--- config.mk ---
export PLATFORM = sky130hd
export DESIGN_NAME = pfsa_ctrl
export DESIGN_NICKNAME = d
export VERILOG_FILES = /design/src/hw/rtl/pfsa_pkg.sv /design/src/hw/rtl/pfsa_ctrl.sv
export SDC_FILE = /design/constraint.sdc
export NUM_CORES = 1
export LEC_CHECK = 0
export BUFFER_PORTS_ARGS = -buffer_cell sky130_fd_sc_hd__buf_2
export CAP_MARGIN = 20
export CELL_PAD_IN_SITES_DETAIL_PLACEMENT = 0
export CELL_PAD_IN_SITES_GLOBAL_PLACEMENT = 1
export CORE_AREA = 4 4 41 43
export DETAILED_ROUTE_END_ITERATION = 12
export DIE_AREA = 0 0 45 47
export PLACE_DENSITY = 0.73
export SYNTH_ARGS = -nofsm -noshare
export SYNTH_HDL_FRONTEND = slang
export SYNTH_SLANG_ARGS = --single-unit
--- constraint.sdc ---
create_clock -name clk -period 3.55 [get_ports clk]
set_input_delay 0.71 -clock clk [delete_from_list [all_inputs] [get_ports clk]]
set_output_delay 0.71 -clock clk [all_outputs]
set_load 0.03 [all_outputs]
--- src/hw/rtl/pfsa_pkg.sv ---
// Shared definitions for the page frame stack allocator.
// Holds default sizes, operation and status codes, and the controller/datapath structs.
// No dependencies.
`timescale 1ns / 1ps
`default_nettype none

package pfsa_pkg;

  localparam int STACK_DEPTH_DEF      = 1024;
  localparam int MAX_REGIONS_DEF      = 32;
  localparam int PAGE_NUMBER_BITS_DEF = 40;

  localparam int TYPE_BITS   = 4;
  localparam int OP_BITS     = 2;
  localparam int STATUS_BITS = 2;

  localparam logic [TYPE_BITS-1:0] USABLE_TYPE_RST = 4'd7;

  localparam logic [OP_BITS-1:0] OP_LOAD  = 2'd0;
  localparam logic [OP_BITS-1:0] OP_ALLOC = 2'd1;
  localparam logic [OP_BITS-1:0] OP_FREE  = 2'd2;

  localparam logic [STATUS_BITS-1:0] ST_OK         = 2'd0;
  localparam logic [STATUS_BITS-1:0] ST_OOM        = 2'd1;
  localparam logic [STATUS_BITS-1:0] ST_STACK_FULL = 2'd2;
  localparam logic [STATUS_BITS-1:0] ST_TABLE_FULL = 2'd3;

  // Commands from the controller to the datapath.
  typedef struct packed {
    logic idle;
    logic stack_rd;
    logic do_op;
    logic scan_start;
    logic tbl_rd;
    logic calc;
    logic clamp;
    logic push;
    logic next_region;
  } pfsa_cmd_t;

  // Status from the datapath to the controller.
  typedef struct packed {
    logic accepted;
    logic op_alloc;
    logic fill_zero;
    logic fill_full;
    logic slot_free;
    logic scan_end;
    logic push_ok;
  } pfsa_sts_t;

endpackage

`default_nettype wire

--- src/hw/rtl/pfsa_ctrl.sv ---
// Controller state machine of the page frame stack allocator.
// Depends on pfsa_pkg for the command and status structs.
`timescale 1ns / 1ps
`default_nettype none

module pfsa_ctrl import pfsa_pkg::*; (
  input  wire logic      clk,
  input  wire logic      rst,
  input  wire pfsa_sts_t sts,
  output pfsa_cmd_t      cmd
);

  localparam logic [2:0] S_IDLE   = 3'd0;
  localparam logic [2:0] S_EXEC   = 3'd1;
  localparam logic [2:0] S_RLOAD  = 3'd2;
  localparam logic [2:0] S_RCALC  = 3'd3;
  localparam logic [2:0] S_RCLAMP = 3'd4;
  localparam logic [2:0] S_RPUSH  = 3'd5;
  localparam logic [2:0] S_POPRD  = 3'd6;

  logic [2:0] state;
  logic [2:0] state_next;
  logic       refilled;
  logic       refilled_next;

  always_comb begin
    cmd           = '0;
    state_next    = state;
    refilled_next = refilled;
    unique case (state)
      S_IDLE: begin
        cmd.idle     = 1'b1;
        cmd.stack_rd = 1'b1;
        if (sts.accepted) begin
          refilled_next = 1'b0;
          state_next    = S_EXEC;
        end
      end
      S_EXEC: begin
        if (sts.op_alloc && sts.fill_zero && !refilled) begin
          cmd.scan_start = 1'b1;
          state_next     = S_RLOAD;
        end else if (sts.slot_free) begin
          cmd.do_op  = 1'b1;
          state_next = S_IDLE;
        end
      end
      S_RLOAD: begin
        if (sts.scan_end) begin
          state_next = S_POPRD;
        end else begin
          cmd.tbl_rd = 1'b1;
          state_next = S_RCALC;
        end
      end
      S_RCALC: begin
        cmd.calc   = 1'b1;
        state_next = S_RCLAMP;
      end
      S_RCLAMP: begin
        cmd.clamp  = 1'b1;
        state_next = S_RPUSH;
      end
      S_RPUSH: begin
        if (sts.push_ok) begin
          cmd.push = 1'b1;
        end else if (sts.fill_full) begin
          state_next = S_POPRD;
        end else begin
          cmd.next_region = 1'b1;
          state_next      = S_RLOAD;
        end
      end
      S_POPRD: begin
        cmd.stack_rd  = 1'b1;
        refilled_next = 1'b1;
        state_next    = S_EXEC;
      end
      default: begin
        state_next = S_IDLE;
      end
    endcase
  end

  always_ff @(posedge clk) begin
    if (rst) begin
      state    <= S_IDLE;
      refilled <= 1'b0;
    end else begin
      state    <= state_next;
      refilled <= refilled_next;
    end
  end

endmodule

`default_nettype wire

* Word level (Yosys, flattened, before mapping)
Cells that the tools add are included.
** Word-level totals
- Output and inout bits :: 9
- Logic and storage cells :: 42
- Input port bits :: 9
- Flip-flop bits (word level) :: 4
** Operators by class
- Muxes and demuxes :: 23
- Eq/ne operators :: 9
- Reduce and logical (&&, ||, !) cells :: 8
** Operators by type and width (number)
- 3-bit one-hot mux with 7 select lines :: 1
- 3-bit two-way mux :: 6
- 1-bit two-way mux :: 13
- 3-bit equality test (second input constant) :: 3
- 3-bit by 2-bit equality test with 1-bit output (second input constant) :: 2
- 2-bit two-way mux :: 2
- 2-bit != test (second input constant) :: 2
- 3-bit by 1-bit equality test with 1-bit output (second input constant) :: 1
- 3-bit logical NOT :: 1
- 3-bit != test (second input constant) :: 1
- 3-bit AND reduction :: 1
- 1-bit logical AND :: 2
- 1-bit one-hot mux with 2 select lines :: 1
- 2-bit AND reduction :: 1
- 2-bit nonzero test :: 1
- 2-bit OR reduction :: 1
- 1-bit logical NOT :: 1

* Depth between registers and ports, before layout
- Depth in word-level cells :: 4
- Mapped depth :: 4
- Mapped depth without buffers :: 3

* Least setup slack after synthesis
OpenSTA, ideal clock, no wires.
- Kind :: input port to output port
- Start :: input port sts[1] (netlist bit)
- End :: output port cmd[4] (netlist bit)
- Stages on the path :: 1
- Buffers on the path :: 0
- Data required time :: 2.840 ns
- Setup slack :: 1.229 ns
- Arrival time :: 1.611 ns
- Cell sequence :: nor4_1
** Between the ends
- Longest elaborated chain between the ends :: 2
** RTL lines
- from (decl) :: line pfsa_ctrl.sv:9 : input wire pfsa_sts_t sts,
- 1-bit two-way mux :: line pfsa_ctrl.sv:49 : if (sts.scan_end) begin
- 1-bit two-way mux :: line pfsa_ctrl.sv:30 : unique case (state)
- to (decl) :: line pfsa_ctrl.sv:10 : output pfsa_cmd_t cmd
Every way passes these cells.

==> summary.md <==
| Metric | Value |
|---|---|
| Hold crit path type | register to register |
| CP required | 2.84 ns |
| Total CTS buffers | 3 |
| Initial antenna violation count | 0 |
| Placed insts | 69 |
| Die width | 45 um |
| Starting density of the core | 23.7% |
| PD cells | 365 nW/um^2 |
| Crit Path Max Fanout | 13 |
| RD Place Congestion | 0.758 |
| Worst-Skew Late Latency | 0.24 ns |
| Core area | 1300 um^2 |
| Register area | 80.1 um^2 |
| Count leader, synth | nor2_1 |
| Syn Std Cell Area | 309 um^2 |
| Detailed Route Iter0 Violations | 1 |
| Input/output buffers | 17 |
| ANT nets after route | 0 |
| Clock buffer depth | 2 |
| Total of max-cap violations | 0 |
| Syn avg cell area | 7.73 um^2 |
| RSZ-0062 raised after global routing | no |
| Share of the synthesized area in the top cell type | 25.9% |
| Total GRT Usage | 7.89% |
| Mapped Cells | 40 |
| Syn nets | 49 |
| Syn-to-layout area delta | 33.2% |
| IO Pins | 18 |
| Hold-fix buffers, CTS | 0 |
| # DRC | 0 |
| Fraction of registers with async set/reset | 0% |
| Total grt overflow | 0 |
| Vias in the first global route | 288 |
| Critical path data arrival time | 1.42 ns |
| Die Area | 2120 um^2 |
| Clock skew | 0.00526 ns |
| Largest net degree at the start of global routing | 14 |
| Prevailing post-synth register cell | dfxtp_1 |
| CTS tree | built |
| Status | finished, final reports clean |
| Total number of H-tree levels | 1 |
| Fin crit period | 2.13 ns |
| Average wire per standard cell | 10.4 um |
| Detailed-route wire length | 748 um |
| Post-synth top cells | nor2_1 (5), dfxtp_1 (4), inv_1 (3), nor3b_1 (3) |
| Reg2reg start | state[2] |
| Die Span Y | 47 um |
| Final Non-Filler Cells | 72 |
| Crit. End Element | output port |
| Max Slew Vio Count | 0 |
| Post-CTS sizing | 0 |
| Relative slew slack | 72.0% |
| Fill cells | 151 |
| VDD IR max | 0.262 mV |
| Nets@finish | 68 |
| CTS root buf | clkbuf_4 |
| Clock sinks | 4 |
| Post-synth EDFFs | 0 |
| Fmax | 469 MHz |
| Least-Margin Pin Slew | 0.419 ns |
| Setup crit start | state[0] |
| Fin Setup TNS | 0 ns |
| Worst setup path class | register to output port |
| Cell taking the most area after synthesis | dfxtp_1 |
| Number of warnings issued by yosys | 0 |
| Final setup fails | 0 |
| Post-CTS setup buffers | 0 |
| Hold Vio Cnt, Final | 0 |
| Antenna diode count | 0 |
| Crit start category | register |
| Number of vias per cell | 4.69 |
| First-pass GRT wire length | 1180 um |
| Sequential share of the synthesized area | 25.9% |
| Leakage | 0.000189 uW |
| DRT Pass-1 Iters | 2 |
| Multi-input gate area | 194 um^2 |
| Post-synthesis register bit count | 4 |
| Synth top area cells | dfxtp_1 (26%), nor3b_1 (7.3%), nor2_1 (6.1%), nand2b_1 (4.0%), buf_6 (3.6%) |
| Worst-path clk slew | 0.04 ns |
| Total number of vias | 338 |
| Cell Rows | 13 |
| Period utilization | 60.1% |
| HP Start | refilled |
| Share of post-route cells with drive strength above 1 | 38.6% |
| Synth cell types | 27 |
## sequential cells by signal, summed over array words and instances (netlist names)
register,count
refilled,1
state,3
## stage by stage
| stage | cell area (um^2) | hold WS (ns) | total power (uW) | util, % | worst slack, ns |
|---|---|---|---|---|---|
| finish | 412 | 0.475 | 150 | 31.6 | 1.42 |
| global route | 412 | 0.503 | 162 | 31.6 | 1.33 |
| CTS | 412 | 0.472 | 152 | 31.6 | 1.42 |
| detailed placement | 389 | 0.467 | 95.2 | 29.9 | 1.51 |
| global placement | 389 | 0.463 | 95.2 | 29.9 | 1.52 |
| floorplan | 309 | 0.435 | 83.5 | - | 1.23 |
## logic make-up after synthesis
group           share of synthesized area [%]
flops                                    25.9
buf+inv                                  11.3
simple gates                             40.5
compound gates                           19.4
xor+xnor                                 2.83
## final timing paths
kind	endpoint	slack, ns	cells past startpoint
max	cmd[5]	1.42	3
min	refilled	0.48	2
min reg2reg	refilled	0.48	2
max reg2reg	state[0]	2.23	2
## worst max-delay path, stage by stage (launching register included)
cell	delay, ns
dfxtp_1	0.52
nor3b_1	0.28
and2_2	0.19
buf_2	0.19
## layout by cell type, fill, tap and decap left out
| master | synthesis | final |
|---|---|---|
| a2111oi_0 | 1 | 1 |
| a211oi_1 | 1 | 1 |
| a21oi_1 | 1 | 1 |
| a311oi_1 | 1 | 1 |
| and2_2 | 1 | 1 |
| and3b_1 | 1 | 1 |
| buf_2 | 1 | 17 |
| clkbuf_4 | 0 | 3 |
| dfxtp_1 | 4 | 4 |
| inv_1 | 3 | 3 |
| nand2_1 | 1 | 1 |
| nand2b_1 | 2 | 2 |
| nand3_1 | 1 | 1 |
| nand3b_1 | 1 | 1 |
| nor2_1 | 5 | 5 |
| nor2b_1 | 1 | 1 |
| nor3_1 | 2 | 2 |
| nor3b_1 | 3 | 3 |
| nor4_1 | 1 | 1 |
| o21ai_0 | 1 | 1 |
| o21ba_2 | 1 | 1 |
| o22a_1 | 1 | 1 |
| o22ai_1 | 1 | 1 |
| or3b_1 | 1 | 1 |
| or4_1 | 1 | 1 |
| xor2_1 | 1 | 1 |
## report_power, final
part	internal, uW	switching [uW]
combinational	16.5	23.4
clock	37.8	18.2
sequential	47.6	6.80
## final cells by class
type                    count  share of cell area, %
multi-input cells          30                   47.1
repair buffers             17                   20.7
flip-flops and latches      4                   19.5
clock buffers               3                   5.47
well taps                  15                   4.56
inverters                   3                   2.74
## layer usage
metal	part of all wire, %	GRT usage, %	up-vias	routed length, um
met5	0	0	-	0
met4	0	0	0	0
met3	11	7.28	0	83
met2	41	10.7	14	308
met1	48	9.75	143	357
li1	-	-	181	-
(Power assumes the default switching activity.)
